[config.mk]
export PLATFORM = sky130hd
export DESIGN_NAME = eighth_pel_bilinear_interp
export DESIGN_NICKNAME = d
export VERILOG_FILES = /design/src/hw/rtl/ebi_pkg.sv /design/src/hw/rtl/ebi_lane.sv /design/src/hw/rtl/eighth_pel_bilinear_interp.sv
export SDC_FILE = /design/constraint.sdc
export NUM_CORES = 2
export LEC_CHECK = 0
export ABC_AREA = 0
export BUFFER_PORTS_ARGS = -buffer_cell sky130_fd_sc_hd__clkbuf_2
export CORE_MARGIN = 1.5
export CORE_UTILIZATION = 60
export CTS_CLUSTER_SIZE = 12
export DETAILED_ROUTE_END_ITERATION = 12
export GPL_TIMING_DRIVEN = 0
export PLACE_DENSITY = 0.78
export SETUP_SLACK_MARGIN = 0.5
export SYNTH_ARGS = -nofsm -noshare
export SYNTH_HDL_FRONTEND = slang
export SYNTH_SLANG_ARGS = --single-unit
[constraint.sdc]
create_clock -name clk -period 8.7 [get_ports clk]
set_input_delay 2.61 -clock clk [delete_from_list [all_inputs] [get_ports clk]]
set_output_delay 2.61 -clock clk [all_outputs]
set_load 0.01 [all_outputs]
[src/hw/rtl/ebi_pkg.sv]
// ----------------------------------------------------------------------------
// ebi_pkg: shared types and constants
// Widths, rounding constants and register indexes for the eighth-pel
// bilinear interpolator.
// ----------------------------------------------------------------------------
package ebi_pkg;

    localparam int NUM_LANES = 8;
    localparam int PIX_W     = 8;
    localparam int FRAC_W    = 3;
    localparam int WEIGHT_W  = FRAC_W + 1;
    // horizontal value: 8*a + fx*(b-a), at most 2040
    localparam int HORIZ_W   = 11;
    // vertical sum before shift: at most 8*2040 + 32
    localparam int VERT_W    = 15;
    localparam int RND_SHIFT = 6;
    localparam int CFG_W     = FRAC_W;

    localparam logic [WEIGHT_W-1:0] FRAC_ONE  = WEIGHT_W'(8);
    localparam logic [VERT_W-1:0]   VERT_RND  = VERT_W'(32);

    typedef logic [PIX_W-1:0]   pix_t;
    typedef logic [FRAC_W-1:0]  frac_t;
    typedef logic [HORIZ_W-1:0] horiz_t;
    typedef logic [CFG_W-1:0]   cfg_data_t;

    typedef enum logic [0:0] {
        CFG_FRAC_X = 1'b0,
        CFG_FRAC_Y = 1'b1
    } cfg_index_t;

    typedef struct packed {
        frac_t frac_x;
        frac_t frac_y;
    } frac_cfg_t;

endpackage

[src/hw/rtl/ebi_lane.sv]
// ----------------------------------------------------------------------------
// ebi_lane: one output column
// Horizontal filter on entry, holds current and previous row values,
// vertical filter with rounding on the held pair.
// ----------------------------------------------------------------------------
module ebi_lane (
    input  logic              clk,
    input  logic              load,
    input  ebi_pkg::pix_t     pix_a,
    input  ebi_pkg::pix_t     pix_b,
    input  ebi_pkg::frac_cfg_t frac,
    output ebi_pkg::pix_t     result
);
    import ebi_pkg::*;

    horiz_t                 cur_reg;
    horiz_t                 prev_reg;
    horiz_t                 cur_next;
    logic [WEIGHT_W-1:0]    wx_b;
    logic [WEIGHT_W-1:0]    wx_a;
    logic [WEIGHT_W-1:0]    wy_b;
    logic [WEIGHT_W-1:0]    wy_a;
    logic [HORIZ_W:0]       h_sum;
    logic [VERT_W-1:0]      v_sum;

    assign wx_b = {1'b0, frac.frac_x};
    assign wx_a = FRAC_ONE - wx_b;
    assign wy_b = {1'b0, frac.frac_y};
    assign wy_a = FRAC_ONE - wy_b;

    assign h_sum    = (HORIZ_W+1)'(wx_a * pix_a) + (HORIZ_W+1)'(wx_b * pix_b);
    assign cur_next = h_sum[HORIZ_W-1:0];

    // previous row takes the old current row on every transfer
    always_ff @(posedge clk)
    begin
        if (load)
        begin
            prev_reg <= cur_reg;
            cur_reg  <= cur_next;
        end
    end

    assign v_sum  = VERT_W'(wy_a * prev_reg) + VERT_W'(wy_b * cur_reg) + VERT_RND;
    assign result = v_sum[RND_SHIFT +: PIX_W];

endmodule

[src/hw/rtl/eighth_pel_bilinear_interp.sv]
// ----------------------------------------------------------------------------
// eighth_pel_bilinear_interp: eighth-pel bilinear interpolation, 8 wide
// Eight lanes filter one 9-pixel source row each cycle unless stalled; an output
// register gathers the eight lane results into one 8-pixel result row.
//
//   channel | direction | payload           | handshake
//   --------+-----------+-------------------+-------------------
//   input   | in        | pix0..8, first_row| in_valid / in_stall
//   output  | out       | out0..7           | out_valid / out_stall
//   config  | in        | cfg_index, data   | cfg_we
//
// One row per cycle while the output is not stalled; a row goes through a lane
// register and then the output register, which offers its result.
// Reset clears the row-present flag, the lane and output valids and both
// fractions. A stall on the output holds the output register; the lane stage
// holds and the input stalls only while the lane stage has a result and the
// output register is full and stalled.
// ----------------------------------------------------------------------------
module eighth_pel_bilinear_interp (
    input  logic                 clk,
    input  logic                 rst_n,
    input  logic                 in_valid,
    output logic                 in_stall,
    input  ebi_pkg::pix_t        pix0,
    input  ebi_pkg::pix_t        pix1,
    input  ebi_pkg::pix_t        pix2,
    input  ebi_pkg::pix_t        pix3,
    input  ebi_pkg::pix_t        pix4,
    input  ebi_pkg::pix_t        pix5,
    input  ebi_pkg::pix_t        pix6,
    input  ebi_pkg::pix_t        pix7,
    input  ebi_pkg::pix_t        pix8,
    input  logic                 first_row,
    output logic                 out_valid,
    input  logic                 out_stall,
    output ebi_pkg::pix_t        out0,
    output ebi_pkg::pix_t        out1,
    output ebi_pkg::pix_t        out2,
    output ebi_pkg::pix_t        out3,
    output ebi_pkg::pix_t        out4,
    output ebi_pkg::pix_t        out5,
    output ebi_pkg::pix_t        out6,
    output ebi_pkg::pix_t        out7,
    input  logic                 cfg_we,
    input  ebi_pkg::cfg_index_t  cfg_index,
    input  ebi_pkg::cfg_data_t   cfg_data
);
    import ebi_pkg::*;

    frac_cfg_t  frac_reg;
    logic       have_prev_reg;
    logic       lane_valid_reg;
    logic       lane_emit_reg;
    logic       out_valid_reg;
    pix_t       out_pix_reg [NUM_LANES];

    pix_t       pix_row   [NUM_LANES+1];
    pix_t       lane_res  [NUM_LANES];
    logic       in_xfer;
    logic       out_free;
    logic       lane_move;
    logic       out_load;

    assign pix_row[0] = pix0;
    assign pix_row[1] = pix1;
    assign pix_row[2] = pix2;
    assign pix_row[3] = pix3;
    assign pix_row[4] = pix4;
    assign pix_row[5] = pix5;
    assign pix_row[6] = pix6;
    assign pix_row[7] = pix7;
    assign pix_row[8] = pix8;

    assign out_free  = !out_valid_reg || !out_stall;
    // a row with no result leaves the lane stage at once
    assign lane_move = lane_valid_reg && (!lane_emit_reg || out_free);
    assign out_load  = lane_valid_reg && lane_emit_reg && out_free;
    assign in_stall  = lane_valid_reg && !lane_move;
    assign in_xfer   = in_valid && !in_stall;

    always_ff @(posedge clk or negedge rst_n)
    begin
        if (!rst_n)
        begin
            frac_reg <= '0;
        end
        else if (cfg_we)
        begin
            unique case (cfg_index)
                CFG_FRAC_X: frac_reg.frac_x <= cfg_data;
                CFG_FRAC_Y: frac_reg.frac_y <= cfg_data;
                default:    frac_reg        <= frac_reg;
            endcase
        end
    end

    always_ff @(posedge clk or negedge rst_n)
    begin
        if (!rst_n)
        begin
            have_prev_reg  <= 1'b0;
            lane_valid_reg <= 1'b0;
            lane_emit_reg  <= 1'b0;
            out_valid_reg  <= 1'b0;
        end
        else
        begin
            if (in_xfer)
            begin
                have_prev_reg  <= 1'b1;
                lane_valid_reg <= 1'b1;
                lane_emit_reg  <= !first_row && have_prev_reg;
            end
            else if (lane_move)
            begin
                lane_valid_reg <= 1'b0;
            end
            if (out_load)
            begin
                out_valid_reg <= 1'b1;
            end
            else if (!out_stall)
            begin
                out_valid_reg <= 1'b0;
            end
        end
    end

    for (genvar i = 0; i < NUM_LANES; i++)
    begin : g_lane
        ebi_lane u_lane (
            .clk    (clk),
            .load   (in_xfer),
            .pix_a  (pix_row[i]),
            .pix_b  (pix_row[i+1]),
            .frac   (frac_reg),
            .result (lane_res[i])
        );

        // merge the lane results into the output row
        always_ff @(posedge clk)
        begin
            if (out_load)
            begin
                out_pix_reg[i] <= lane_res[i];
            end
        end
    end

    assign out_valid = out_valid_reg;
    assign out0 = out_pix_reg[0];
    assign out1 = out_pix_reg[1];
    assign out2 = out_pix_reg[2];
    assign out3 = out_pix_reg[3];
    assign out4 = out_pix_reg[4];
    assign out5 = out_pix_reg[5];
    assign out6 = out_pix_reg[6];
    assign out7 = out_pix_reg[7];

endmodule
Word-level counts from Yosys, hierarchy flattened
Memory sizes are Yosys's and may differ from the RTL's.
Cells that the tools add are included.
{ "word_totals": {"wordCells": 106, "in_bits": 82, "regBits": 186, "ramBits": 64, "out_inout_bits": 66, "memories": 1} }
{ "op_classes": {"n_eq_ne": 1, "bitwise_logic": 1, "addsub": 26, "n_mux": 6, "n_reduce_logical": 17, "n_mul": 32} }
{ "memory_table": {"columns": ["name", "words", "word_bits", "read_ports", "rd_ports_with_merged_regs", "wr", "line_no", "source"], "rows": [
  ["out_pix_reg", 8, 8, 8, 0, 8, "eighth_pel_bilinear_interp.sv:55", "pix_t out_pix_reg [NUM_LANES];"]
]} }
{ "ops": {"columns": ["op", "n"], "rows": [
  ["14-bit adder", 8],
  ["14-bit by 6-bit adder with 14-bit output (second input constant)", 8],
  ["3-bit by 11-bit multiplier with 14-bit output", 8],
  ["4-bit by 11-bit multiplier with 14-bit output", 8],
  ["11-bit adder", 8],
  ["3-bit by 8-bit multiplier with 11-bit output", 8],
  ["4-bit by 8-bit multiplier with 11-bit output", 8],
  ["4-bit by 3-bit subtractor with 4-bit output (first input constant)", 2],
  ["1-bit logical AND", 6],
  ["1-bit logical NOT", 6],
  ["1-bit 2-to-1 mux", 6],
  ["2-bit AND reduction", 2],
  ["1-bit logical OR", 2],
  ["2-bit by 1-bit != test with 1-bit output (second input constant)", 1],
  ["2-bit nonzero test", 1],
  ["1-bit inverter", 1]
]} }

Longest topological paths before layout
{ "logic_depth": {"depth_word": 9, "mapped_depth": 24} }

Hierarchy
Synthesis repeated with hierarchy kept, for this count alone.
{ "hier_totals": {"cells_unflattened": 3798, "hier_area_um2": 38878.5} }
{ "by_module_without_submodules": {"columns": ["mod", "instances", "cells_per_inst", "seq_area_each_um2", "area_each_um2"], "rows": [
  ["ebi_lane at g_lane[3].u_lane ...", 3, 464, 660.6, 4575.6],
  ["ebi_lane at g_lane[2].u_lane", 1, 464, 660.6, 4593.2],
  ["ebi_lane at g_lane[6].u_lane", 1, 462, 660.6, 4575.6],
  ["ebi_lane at g_lane[7].u_lane", 1, 463, 660.6, 4565.6],
  ["ebi_lane at g_lane[1].u_lane", 1, 458, 660.6, 4549.4],
  ["ebi_lane at g_lane[0].u_lane", 1, 465, 660.6, 4545.6],
  ["eighth_pel_bilinear_interp", 1, 94, 2172.1, 2322.2]
]} }

Least setup slack after synthesis
No wires, ideal clock.
{ "synth_path": {"path_type": "input-to-reg", "start": "input port out_stall", "end": "register have_prev_reg", "setup_ps": 91, "path_stages": 3, "slack_ps": 1309, "arrival_time_ps": 7300, "cell_sequence": "nand4_1 > and2_1 > or2_2"} }
{ "synth_between": {"elab_chain_len": 8} }
{ "synth_rtl": {"columns": ["element", "line_no", "source"], "rows": [
  ["start: declaration", "eighth_pel_bilinear_interp.sv:35", "input logic out_stall,"],
  ["1-bit logical NOT", null, null],
  ["1-bit logical OR", "eighth_pel_bilinear_interp.sv:74", "assign out_free = !out_valid_reg || !out_stall;"],
  ["1-bit logical OR", "eighth_pel_bilinear_interp.sv:76", "assign lane_move = lane_valid_reg && (!lane_emit_reg || out_free);"],
  ["1-bit logical AND", "eighth_pel_bilinear_interp.sv:76", null],
  ["1-bit logical NOT", "eighth_pel_bilinear_interp.sv:78", "assign in_stall = lane_valid_reg && !lane_move;"],
  ["1-bit logical AND", "eighth_pel_bilinear_interp.sv:78", null],
  ["1-bit logical NOT", "eighth_pel_bilinear_interp.sv:79", "assign in_xfer = in_valid && !in_stall;"],
  ["1-bit logical AND", "eighth_pel_bilinear_interp.sv:79", null],
  ["via g_lane[0].u_lane.load", "ebi_lane.sv:8", "input logic load,"],
  ["end signal: assignment", "eighth_pel_bilinear_interp.sv:101", "have_prev_reg <= 1'b0;"],
  ["end signal: assignment", "eighth_pel_bilinear_interp.sv:110", "have_prev_reg <= 1'b1;"],
  ["end: declaration", "eighth_pel_bilinear_interp.sv:51", "logic have_prev_reg;"]
]} }
The timed path passes the listed nets, and every way through them passes these cells.
A chain may end at the register's enable or synchronous reset.

==> flow_summary.yaml <==
outcome:
  status: "finished, final reports clean"
sta:
  rsz0062_at_grt: "no"
  finalMaxSlewViolations: 0
  timing.final.crit_share_pct: 90.33
  finClkSkew_ps: 12.98
  maxSlewHeadroom_pct: 6.926
  fmax_mhz: 127.2
  setup_viol: 0
  timing.hold.ws_ps: 470.7
  worst_pin_slew_ps: 1389
  min_period_ps: 7859
  hold_violations: 0
min_path:
  hp-class: "register to register"
floorplan:
  core_mm2: 0.06297
  dieArea_mm2: 0.06521
  start_util_pct: 60.68
  die_h_um: 255.4
  io_pins: 148
  fp.dieW_um: 255.4
  num_rows: 92
synth:
  ys_types: 62
  ys.warnings.count: 0
  synth_area_leader_cell: "fa_1"
  syn_avg_cell_area_um2: 10.30
  synth_nets: 4818
  async_flop_share_pct: 4.000
  synth_cells: 3710
  seq_area_frac_synth_pct: 19.52
  ys_ff_latch: 250
  synth.area.top_cells: "fa_1 34%, edfxtp_1 19%, and2_1 13%"
  synth_edf_count: 240
  synthFlopType: "edfxtp_1"
  netlist_area_mm2: 0.03821
  synth.top_cell.area_share_pct: 33.95
global_route:
  grt_overflow: 0
  grt_pass1_wl_mm: 149.8
  grt_use_total_pct: 29.64
  antenna_found_initial: 7
  grt_start_max_net_pins: 78
  grt_pass1_vias: 27200
critical_path:
  slowest_stage: "clkbuf_1"
  path_cells: "buf_6, buf_4, clkbuf_1, clkbuf_1, inv_1, ha_1, xnor2_1, clkbuf_1, clkbuf_1, and2_1, fa_1, fa_1, fa_1, inv_1, fa_1, inv_1, ha_1, a21oi_1, o21bai_1, a21o_1, a21oi_1, o31a_1, xnor2_1"
  worstSetupEndpointType: "register"
  start_kind: "register"
  worstRegToRegCells: 23
  crit_start: "frac_reg[0]"
  critPathArrivalTime_ps: 8200
  worstReg2RegStart: "frac_reg[0]"
  reg2reg_slack_ps: 840
  rr_endpoint: "out_pix_reg[1][31]"
  endpoint: "out_pix_reg[1][31]"
  crit_path_max_fanout: 10
  critical_path_required_ps: 9040
  critPathKind: "register to register"
  cpPeakStageDelay_ps: 770
detailed_routing:
  vias: 26020
  wire_per_inst_um: 19.66
  drtAntennaViolNets: 0
  drt-total-wl_mm: 93.67
  dr.pass1.iters: 6
  routed_via_density: 5.462
  route.detailed.drc: 0
  drt-initial-drc-count: 1755
placed_design:
  io_buffers: 147
  place_hpwl_mm: 75.71
  gp_congestion: 0.9760
clocking:
  ctsHtreeMaxLevel: 1
  cts_resized: 0
  cts_buffer_depth: 3
  clock_latency_ps: 590
  cts.sinks: 250
  root_buffer: "clkbuf_16"
  clk_pin_slew_ps: 60
  hold_buffers: 0
  cts_tree: "built"
  numCtsBuffers: 30
  cts_setup_buffers: 0
job:
  drv_cap: 0
cells_and_area:
  fill_cells: 4972
  multiInputGateArea_mm2: 0.02772
  seqCellArea_mm2: 0.007457
  drive_gt1_share_pct: 5.876
  fin_util_pct: 65.30
  final_nets: 5001
  area_delta_synth_final_pct: 7.607
Yosys cell counts, drive strengths merged, types with 10 or more instances:
| library cell | count |
|---|---|
| o21a | 17 |
| and2 | 786 |
| nor3 | 40 |
| nand2b | 13 |
| ha | 378 |
| edfxtp | 240 |
| nor2b | 12 |
| fa | 648 |
| xor2 | 42 |
| clkbuf | 97 |
| a21oi | 80 |
| o21ai | 29 |
| a21o | 37 |
| xnor2 | 141 |
| buf | 11 |
| nor2 | 73 |
| nand2 | 229 |
| o21bai | 14 |
| a211oi | 10 |
| nand4 | 27 |
| inv | 698 |
| dfrtp | 10 |
worst max-delay path, delay by kind of cell, from the launching register on:
family | cells | cell delay, ps
AOI/OAI and AO/OA | 5 | 780
xor gates and xnor gates | 2 | 590
adders and majority gates | 6 | 2530
buffers and inverters | 9 | 3110
DFF | 1 | 340
and+or+nand+nor | 1 | 240
final cells by class:
class	instances	area share, %
diodes	4	0.02434
plain buffers	108	1.029
clock buffers	35	1.923
clock inverters	18	0.4930
inverters	698	6.372
multi-input cells	2654	67.43
flip-flops and latches	250	18.14
well taps	846	2.574
repair buffers	151	2.021
cells in the final DEF (no fill, tap or decap), types with 4 or more instances in the layout:
master       n
clkbuf_16   31
clkbuf_1   101
and2_1     785
a21oi_1     77
xor2_1      42
ha_1       378
mux2_2       4
xnor2_1    141
a21o_1      37
o21ai_0     24
o21a_1      16
nor3_1      38
edfxtp_1   240
o41ai_1      6
nand4_1     27
clkinv_2     5
a2111oi_0    9
diode_2      4
buf_2        5
nor3b_1      5
fa_1       648
o21ai_1      4
or2_2        4
buf_1        4
nand3_1      8
a211oi_1    10
o21bai_1    14
clkbuf_2   147
dfrtp_1     10
clkinv_1     4
bufinv_16    4
nor2_1      73
nand2b_1    13
inv_1      698
or3_1        5
nor2b_1     12
nand2_1    229
stage by stage:
step	std cells	setup slack (ps)	instance area (um2)	TNS [ps]
2_1_floorplan	3710	1309	38210	0
3_3_place_gp	4703	-460.8	40000	-76340
3_5_place_dp	4707	1061	40110	0
4_1_cts	4760	1031	41110	0
5_1_grt	4763	659.7	41110	0
6_report	4764	840.9	41120	0
routing by layer:
layer  vias to the layer above  routed length (um)  track usage [%]
met5                         -                  27                0
met4                         4                3937            11.72
met2                       982               43270            47.30
met3                       218                7888            5.675
li1                      11860                   -                -
met1                     12950               38550            40.16
how the worst min path moves through the flow:
stage | to | depth (start not counted) | from
after floorplan | have_prev_reg | 1 | have_prev_reg
after detailed placement | have_prev_reg | 1 | have_prev_reg
after CTS | have_prev_reg | 1 | have_prev_reg
after global placement | have_prev_reg | 1 | have_prev_reg
final | have_prev_reg | 1 | have_prev_reg
after global routing | have_prev_reg | 1 | have_prev_reg
cells by family (layout without fill, tap and decap cells):
| family | Yosys count | after routing | share of synthesized area (%) |
|---|---|---|---|
| compound gates | 229 | 229 | 4.080 |
| xor+xnor | 183 | 183 | 4.195 |
| fa+ha+maj | 1026 | 1026 | 46.33 |
| buf+inv | 806 | 1010 | 7.964 |
| flops | 250 | 250 | 19.52 |
| mux | 4 | 4 | 0.1179 |
| other cells | 0 | 4 | 0 |
| simple gates | 1212 | 1212 | 17.80 |
Power is left out: the tool's default activity adds up to more than one toggle a clock period on the data nets, which glitch-free logic cannot reach.
